## config.mk

```make
export PLATFORM = sky130hd
export DESIGN_NAME = periodic_task_dispatcher
export DESIGN_NICKNAME = d
export VERILOG_FILES = /design/src/hdl/ptd_pkg.sv /design/src/hdl/periodic_task_dispatcher.sv
export SDC_FILE = /design/constraint.sdc
export NUM_CORES = 2
export LEC_CHECK = 0
export ABC_AREA = 1
export BUFFER_PORTS_ARGS = -buffer_cell sky130_fd_sc_hd__buf_2
export CAP_MARGIN = 20
export CORE_MARGIN = 2
export CORE_UTILIZATION = 40
export CTS_CLUSTER_DIAMETER = 60
export DETAILED_ROUTE_END_ITERATION = 8
export GPL_TIMING_DRIVEN = 1
export HOLD_SLACK_MARGIN = 0.1
export MAX_ROUTING_LAYER = met4
export PLACE_DENSITY = 0.52
export SLEW_MARGIN = 10
export SYNTH_ARGS = -nofsm -noshare
export SYNTH_HDL_FRONTEND = slang
export SYNTH_SLANG_ARGS = --single-unit
```

## constraint.sdc

```tcl
create_clock -name clk -period 14.2 [get_ports clk]
set_clock_uncertainty 0.1 [all_clocks]
set_input_delay 0.71 -clock clk [delete_from_list [all_inputs] [get_ports clk]]
set_output_delay 0.71 -clock clk [all_outputs]
set_load 0.01 [all_outputs]
```

## src/hdl/ptd_pkg.sv

```systemverilog
// shared types and constants for the periodic task dispatcher
`default_nettype none
package ptd_pkg;

  // table geometry
  localparam int MAX_TASKS = 16;
  localparam int KEY_BITS  = 8;
  localparam int IDX_W     = (MAX_TASKS > 1) ? $clog2(MAX_TASKS) : 1;
  localparam int CNT_W     = $clog2(MAX_TASKS + 1);
  localparam int WORD_W    = 32;

  // request codes
  typedef enum logic [2:0] {
    CMD_REGISTER     = 3'd0,
    CMD_SET_ENABLE   = 3'd1,
    CMD_SET_INTERVAL = 3'd2,
    CMD_TICK         = 3'd3,
    CMD_CLEAR        = 3'd4
  } cmd_t;

  // result status codes
  typedef enum logic [1:0] {
    ST_OK        = 2'd0,
    ST_NOT_FOUND = 2'd1,
    ST_FULL      = 2'd2
  } status_t;

  // control states
  typedef enum logic {
    S_IDLE,
    S_SCAN
  } state_t;

  // one table entry as held in the entry memory
  typedef struct packed {
    logic [KEY_BITS-1:0] key;
    logic [WORD_W-1:0]   interval;
    logic                enable;
    logic [WORD_W-1:0]   last_run;
  } entry_t;

endpackage
`default_nettype wire

```

## src/hdl/periodic_task_dispatcher.sv

```systemverilog
// periodic task dispatcher: task table in a single-port-read entry memory
`default_nettype none
// Keeps up to MAX_TASKS periodic tasks in registration order in one entry
// memory with a registered read. Register, set enable, set interval and tick
// walk the table one entry per cycle while the output is not stalled:
// register, set enable and set interval stop at the first matching key, a
// tick visits every stored entry (or stops at the first firing in priority
// mode). A new request is taken only when the block is idle again. A tick
// gives one result per firing in table order, or one plain result when
// nothing fires; every other request gives one result.
// The last result of a request has last set.
// The priority_mode register may be written at any time the block is idle.
module periodic_task_dispatcher
  import ptd_pkg::*;
(
  input  wire logic                clk,
  input  wire logic                rst,
  // configuration write channel
  input  wire logic                cfg_valid,
  output logic                     cfg_ready,
  input  wire logic                priority_mode,
  // request channel
  input  wire logic                in_valid,
  output logic                     in_stall,
  input  wire logic [2:0]          command,
  input  wire logic [KEY_BITS-1:0] task_key,
  input  wire logic [WORD_W-1:0]   interval_in,
  input  wire logic                enable_in,
  input  wire logic [WORD_W-1:0]   tick_now,
  // result channel
  output logic                     out_valid,
  input  wire logic                out_stall,
  output logic [1:0]               status,
  output logic                     fired,
  output logic [KEY_BITS-1:0]      fired_key,
  output logic [WORD_W-1:0]        lateness,
  output logic                     last
);

  // entry memory and its port signals
  entry_t             mem [MAX_TASKS];
  entry_t             rd_data;
  logic               mem_re;
  logic [IDX_W-1:0]   mem_raddr;
  logic               mem_we;
  logic [IDX_W-1:0]   mem_waddr;
  entry_t             mem_wdata;

  // control registers
  state_t             state, state_next;
  logic [CNT_W-1:0]   entry_count, entry_count_next;
  logic               prio, prio_next;
  logic [CNT_W-1:0]   rd_idx, rd_idx_next;
  logic [IDX_W-1:0]   chk_idx, chk_idx_next;
  logic               chk_valid, chk_valid_next;
  logic               stop, stop_next;
  logic               pend_valid, pend_valid_next;
  logic               out_valid_next;

  // payload registers
  logic [2:0]          req_cmd;
  logic [KEY_BITS-1:0] req_key;
  logic [WORD_W-1:0]   req_interval;
  logic                req_enable;
  logic [WORD_W-1:0]   req_now;
  logic [KEY_BITS-1:0] pend_key, pend_key_next;
  logic [WORD_W-1:0]   pend_late, pend_late_next;
  logic [1:0]          status_next;
  logic                fired_next;
  logic [KEY_BITS-1:0] fired_key_next;
  logic [WORD_W-1:0]   lateness_next;
  logic                last_next;

  // datapath helpers
  logic                in_accept;
  logic                can_push;
  logic                is_lookup;
  logic                more;
  logic [WORD_W-1:0]   elapsed;
  logic [WORD_W-1:0]   late_val;
  logic                due;
  logic                fire;
  logic                match;

  assign cfg_ready = 1'b1;
  assign in_stall  = (state != S_IDLE);
  assign in_accept = in_valid && !in_stall;
  assign can_push  = !out_valid || !out_stall;

  // entry checks on the registered read data
  assign elapsed  = req_now - rd_data.last_run;
  assign late_val = elapsed - rd_data.interval;
  assign due      = (elapsed >= rd_data.interval);
  assign fire     = chk_valid && (rd_data.key != '0) && rd_data.enable && due;
  assign match    = chk_valid && (rd_data.key == req_key);
  assign more     = (rd_idx < entry_count);
  assign is_lookup = (req_cmd == CMD_REGISTER) || (req_cmd == CMD_SET_ENABLE) ||
                     (req_cmd == CMD_SET_INTERVAL);

  // entry memory: registered read, single write
  always_ff @(posedge clk) begin
    if (mem_we) begin
      mem[mem_waddr] <= mem_wdata;
    end
    if (mem_re) begin
      rd_data <= mem[mem_raddr];
    end
  end

  // state and control registers
  always_ff @(posedge clk) begin
    if (rst) begin
      state       <= S_IDLE;
      entry_count <= '0;
      prio        <= 1'b0;
      rd_idx      <= '0;
      chk_valid   <= 1'b0;
      stop        <= 1'b0;
      pend_valid  <= 1'b0;
      out_valid   <= 1'b0;
    end else begin
      state       <= state_next;
      entry_count <= entry_count_next;
      prio        <= prio_next;
      rd_idx      <= rd_idx_next;
      chk_valid   <= chk_valid_next;
      stop        <= stop_next;
      pend_valid  <= pend_valid_next;
      out_valid   <= out_valid_next;
    end
  end

  // payload registers
  always_ff @(posedge clk) begin
    if (in_accept) begin
      req_cmd      <= command;
      req_key      <= task_key;
      req_interval <= interval_in;
      req_enable   <= enable_in;
      req_now      <= tick_now;
    end
    chk_idx   <= chk_idx_next;
    pend_key  <= pend_key_next;
    pend_late <= pend_late_next;
    status    <= status_next;
    fired     <= fired_next;
    fired_key <= fired_key_next;
    lateness  <= lateness_next;
    last      <= last_next;
  end

  // next state, table walk and result generation
  always_comb begin
    state_next       = state;
    entry_count_next = entry_count;
    prio_next        = prio;
    rd_idx_next      = rd_idx;
    chk_idx_next     = chk_idx;
    chk_valid_next   = chk_valid;
    stop_next        = stop;
    pend_valid_next  = pend_valid;
    pend_key_next    = pend_key;
    pend_late_next   = pend_late;
    out_valid_next   = out_valid && out_stall;
    status_next      = status;
    fired_next       = fired;
    fired_key_next   = fired_key;
    lateness_next    = lateness;
    last_next        = last;
    mem_re           = 1'b0;
    mem_raddr        = rd_idx[IDX_W-1:0];
    mem_we           = 1'b0;
    mem_waddr        = chk_idx;
    mem_wdata        = rd_data;

    // configuration write
    if (cfg_valid && cfg_ready) begin
      prio_next = priority_mode;
    end

    case (state)
      S_IDLE: begin
        if (in_accept) begin
          state_next      = S_SCAN;
          rd_idx_next     = '0;
          chk_valid_next  = 1'b0;
          stop_next       = 1'b0;
          pend_valid_next = 1'b0;
        end
      end
      S_SCAN: begin
        if (can_push) begin
          if (is_lookup) begin
            // issue the next read while checking the previous entry
            mem_re         = more;
            chk_valid_next = more;
            chk_idx_next   = rd_idx[IDX_W-1:0];
            rd_idx_next    = more ? rd_idx + CNT_W'(1) : rd_idx;
            if (match) begin
              // modify the first matching entry
              mem_we = 1'b1;
              if (req_cmd != CMD_SET_ENABLE) begin
                mem_wdata.interval = req_interval;
              end
              if (req_cmd != CMD_SET_INTERVAL) begin
                mem_wdata.enable = req_enable;
              end
              out_valid_next = 1'b1;
              status_next    = ST_OK;
              fired_next     = 1'b0;
              fired_key_next = '0;
              lateness_next  = '0;
              last_next      = 1'b1;
              state_next     = S_IDLE;
            end else if (!chk_valid && !more) begin
              // key not in the table
              out_valid_next = 1'b1;
              fired_next     = 1'b0;
              fired_key_next = '0;
              lateness_next  = '0;
              last_next      = 1'b1;
              state_next     = S_IDLE;
              if (req_cmd == CMD_REGISTER) begin
                if (entry_count < CNT_W'(MAX_TASKS)) begin
                  // append a new entry
                  mem_we             = 1'b1;
                  mem_waddr          = entry_count[IDX_W-1:0];
                  mem_wdata.key      = req_key;
                  mem_wdata.interval = req_interval;
                  mem_wdata.enable   = req_enable;
                  mem_wdata.last_run = '0;
                  entry_count_next   = entry_count + CNT_W'(1);
                  status_next        = ST_OK;
                end else begin
                  status_next = ST_FULL;
                end
              end else begin
                status_next = ST_NOT_FOUND;
              end
            end
          end else if (req_cmd == CMD_TICK) begin
            // walk the table, holding back one firing to mark the last one
            mem_re         = more && !stop && !(fire && prio);
            chk_valid_next = mem_re;
            chk_idx_next   = rd_idx[IDX_W-1:0];
            rd_idx_next    = mem_re ? rd_idx + CNT_W'(1) : rd_idx;
            if (fire) begin
              mem_we             = 1'b1;
              mem_wdata.last_run = req_now;
              if (prio) begin
                stop_next = 1'b1;
              end
              if (pend_valid) begin
                out_valid_next = 1'b1;
                status_next    = ST_OK;
                fired_next     = 1'b1;
                fired_key_next = pend_key;
                lateness_next  = pend_late;
                last_next      = 1'b0;
              end
              pend_valid_next = 1'b1;
              pend_key_next   = rd_data.key;
              pend_late_next  = late_val;
            end else if (!chk_valid && (stop || !more)) begin
              // end of the walk
              out_valid_next  = 1'b1;
              status_next     = ST_OK;
              fired_next      = pend_valid;
              fired_key_next  = pend_valid ? pend_key : '0;
              lateness_next   = pend_valid ? pend_late : '0;
              last_next       = 1'b1;
              pend_valid_next = 1'b0;
              state_next      = S_IDLE;
            end
          end else begin
            // clear and unused codes
            if (req_cmd == CMD_CLEAR) begin
              entry_count_next = '0;
            end
            out_valid_next = 1'b1;
            status_next    = ST_OK;
            fired_next     = 1'b0;
            fired_key_next = '0;
            lateness_next  = '0;
            last_next      = 1'b1;
            state_next     = S_IDLE;
          end
        end
      end
      default: begin
        state_next = S_IDLE;
      end
    endcase
  end

endmodule
`default_nettype wire

```

==> impl_metrics.env <==
export IMPL_reg2regPathDepth=28
export IMPL_power_density_nw_per_um2=150
export IMPL_ctsLongestPathBuffers=3
export IMPL_start_util=0.402
export IMPL_hp_class="input pin to flip-flop"
export IMPL_syn_nets=4589
export IMPL_grt_antenna_before_repair=3
export IMPL_internal_power_mw=7.40
export IMPL_netlist_instances=4436
export IMPL_worstHoldStart="tick_now[27]"
export IMPL_io_pins=129
export IMPL_clk_latency_ns=0.81
export IMPL_hold_end="req_now[27]"
export IMPL_grt_usage=0.223
export IMPL_p_switching_mw=2.80
export IMPL_cp_slowest_stage_delay_ns=0.64
export IMPL_yosysSeqAreaShare=0.718
export IMPL_cts_tree="built"
export IMPL_period_share=0.472
export IMPL_grt_pass1_vias=35600
export IMPL_rsz0062_at_grt="false"
export IMPL_synthTopCellsByArea="edfxtp_1 (71%), nor2_1 (3.9%), mux2i_1 (3.7%), o21ai_0 (3.3%), o221ai_1 (3.3%)"
export IMPL_period_needed_ns=6.70
export IMPL_p_sw_frac=0.274
export IMPL_cpMostUsedCell="nand2_1"
export IMPL_crit_path_start_kind="flip-flop"
export IMPL_viasPerCell=5.50
export IMPL_synth_top_area_frac=0.712
export IMPL_clkSlewWorstSetupHoldPaths_ns=0.06
export IMPL_ff2ff_setup_slack_ns=7.50
export IMPL_yosysUniqueCellTypes=56
export IMPL_cts_htree_levels=4
export IMPL_cts_sinks=1421
export IMPL_grt_ovfl_total=0
export IMPL_port_buffers=127
export IMPL_setup_tns_ns=0
export IMPL_hold_viol=0
export IMPL_setup_viol=0
export IMPL_p_clk_frac=0.380
export IMPL_whs_ns=0.157
export IMPL_cp_end_kind="flip-flop"
export IMPL_synth_edf_count=1405
export IMPL_post_cts_buffers=0
export IMPL_drive_above_1_share=0.103
export IMPL_status="completed"
export IMPL_hold_depth=1
export IMPL_comb_power_share=0.148
export IMPL_power_mw=10.2
export IMPL_cp_slowest_cell="nor2_4"
export IMPL_cp_max_fo=31
export IMPL_rows=141
export IMPL_slew_violations=0
export IMPL_slew_headroom=0.233
export IMPL_drv_cap=0
export IMPL_wl_per_cell_um=24.7
export IMPL_worst_pin_slew_ns=1.15
export IMPL_gp_congestion=0.915
export IMPL_synth_largest_area_cell="edfxtp_1"
export IMPL_synth_avg_cell_area_um2=13.4
export IMPL_drtPass1Iterations=5
export IMPL_synth_seq_cells=1421
export IMPL_die_area_um2=151000
export IMPL_dpl_hpwl_um=95600
export IMPL_synth_ff_type="edfxtp_1"
export IMPL_syn_cell_area_um2=59200
export IMPL_yosysWarningCount=0
export IMPL_cts_buffers=155
export IMPL_root_buffer="clkbuf_16"
export IMPL_coreArea_um2=147000
export IMPL_wl_um=166000
export IMPL_worstPathRequired_ns=14.52
export IMPL_die_h_um=389
export IMPL_ir_drop_v=0.000131
export IMPL_grt_first_pass_wirelength_um=243000
export IMPL_ant_nets=0
export IMPL_fin_nets=4813
export IMPL_grt_start_max_net_pins=204
export IMPL_seqPwrFrac=0.472
export IMPL_num_vias=36900
export IMPL_worstSetupPathType="flip-flop to flip-flop"
export IMPL_cp_data_arrival_time_ns=7.02
export IMPL_timing_fmax_ghz=0.149
export IMPL_area_growth_pct=14.8
export IMPL_fillCellCount=13100
export IMPL_rr_endpoint="mem[1][14]"
export IMPL_leakagePower_nw=23.1
export IMPL_synthArstFlopShare=0
export IMPL_r2r_start="req_now[0]"
export IMPL_die_width_um=389
export IMPL_drt_iter0_markers=3328
export IMPL_drcViolationCount=0
export IMPL_post_route_util=0.462
## final cells by class
cell class	instances	area, µm²	area share
tap	1930	2410	0.0355
antenna	3	7.51	0.000110
timing repair buffer	317	2320	0.0342
clock buffer	210	4120	0.0605
sequential	1421	42500	0.625
multi-input combinational	2507	14900	0.219
clock inverter	76	749	0.0110
inverter	258	985	0.0145
## power groups by stage
stage	Combinational, mW	Sequential, mW	Clock [mW]
after global routing	1.65	4.82	4.11
after global placement	1.50	4.90	0
final	1.51	4.82	3.88
after floorplan	0.984	4.88	0
after CTS	1.52	4.82	3.95
after detailed placement	1.49	4.91	0
## flip-flops by register name (all words and copies together) (netlist names)
| register | cells |
|---|---|
| chk_idx | 4 |
| chk_valid | 1 |
| entry_count | 5 |
| fired | 1 |
| fired_key | 8 |
| in_stall | 1 |
| last | 1 |
| lateness | 32 |
| mem | 1168 |
| out_valid | 1 |
| pend_key | 8 |
| pend_late | 32 |
| pend_valid | 1 |
| prio | 1 |
| rd_data | 73 |
| rd_idx | 5 |
| req_cmd | 3 |
| req_enable | 1 |
| req_interval | 32 |
| req_key | 8 |
| req_now | 32 |
| status | 2 |
| stop | 1 |
## what timing repair did
| item | CTS | global route |
|---|---|---|
| hold buffers | 81 | 0 |
| hold endpoints to repair | 82 | 0 |
| setup endpoints to repair | 0 | 0 |
| resized for setup | 0 | 0 |
## stage by stage
stage / cell area (µm²) / setup WS [ns] / cells
floorplan: 59200 / 7.25 / 4436
global route: 68000 / 7.08 / 6721
CTS: 68000 / 7.49 / 6715
global placement: 62200 / 7.56 / 6344
detailed placement: 62300 / 7.51 / 6348
finish: 68000 / 7.50 / 6722
## Yosys cell counts, types with 7 or more instances
cell,count
edfxtp_1,1405
nor2_1,620
nand2_1,420
o21ai_0,396
inv_1,251
o221ai_1,226
mux2i_1,219
clkbuf_1,178
a21oi_1,115
nand3_1,107
o211ai_1,77
o32ai_1,73
ha_1,69
buf_2,55
xor2_1,48
dfxtp_1,16
o21bai_1,16
xnor2_1,14
a21o_1,10
buf_1,10
a31oi_1,9
nor3_1,9
nand2_2,7
nand4_1,7
o21a_1,7
## logic make-up (layout without fill, tap and decap cells)
| logic type | after synthesis | count (layout) | share of synthesized area |
|---|---|---|---|
| compound gates | 959 | 959 | 0.106 |
| xor+xnor | 62 | 62 | 0.00917 |
| fa+ha+maj | 71 | 71 | 0.0152 |
| buf+inv | 508 | 861 | 0.0340 |
| flops | 1421 | 1421 | 0.718 |
| mux | 220 | 220 | 0.0372 |
| other cells | 1 | 4 | 0.0000633 |
| simple gates | 1194 | 1194 | 0.0804 |
## critical path, delay by kind of cell, from the launching register on
family,cells,cell delay (ns)
AO/OA/AOI/OAI,2,0.61
XOR/XNOR,1,0.14
buffers and inverters,4,1.40
AND/OR/NAND/NOR,18,2.73
flip-flops,1,0.37
adder cells (fa/ha/maj),3,0.94
## how the worst max path moves through the flow
stage | from | to
6_report | req_now[0] | mem[1][14]
5_1_grt | req_now[0] | mem[1][21]
4_1_cts | req_now[0] | mem[1][14]
3_5_place_dp | req_now[0] | mem[1][19]
3_3_place_gp | req_now[0] | mem[1][19]
2_1_floorplan | req_now[2] | mem[0][0]
## cell usage in the layout, fill, tap and decap left out, drive strengths merged, types with 3 or more instances in the layout
master	Yosys	final
a221oi	3	3
a21oi	118	118
o211ai	78	78
edfxtp	1405	1405
a31oi	9	9
o221ai	226	226
nor3	9	9
xor2	48	48
dfxtp	16	16
o21a	7	7
o32ai	73	73
nand3	111	111
ha	69	69
dlygate4sd3	0	81
diode	0	3
nor2	627	627
nor4	4	4
o21bai	16	16
xnor2	14	14
nand2	427	427
o2111ai	3	3
a21o	10	10
clkinv	2	57
bufinv	0	7
buf	72	236
nand4	8	8
clkbuf	178	210
o21ai	405	405
inv	256	268
a21boi	5	5
mux2i	219	219
## metal layers
metal | routed length [µm] | part of all wire | global-route usage | vias up
met3 | 8430 | 0.051 | 0.0316 | 203
met2 | 78000 | 0.47 | 0.347 | 983
li1 | - | - | - | 17000
met5 | 0 | 0 | - | -
met1 | 76500 | 0.46 | 0.312 | 18800
met4 | 3080 | 0.019 | 0.0544 | 0
Note: power is estimated with default switching activity, not from simulation.
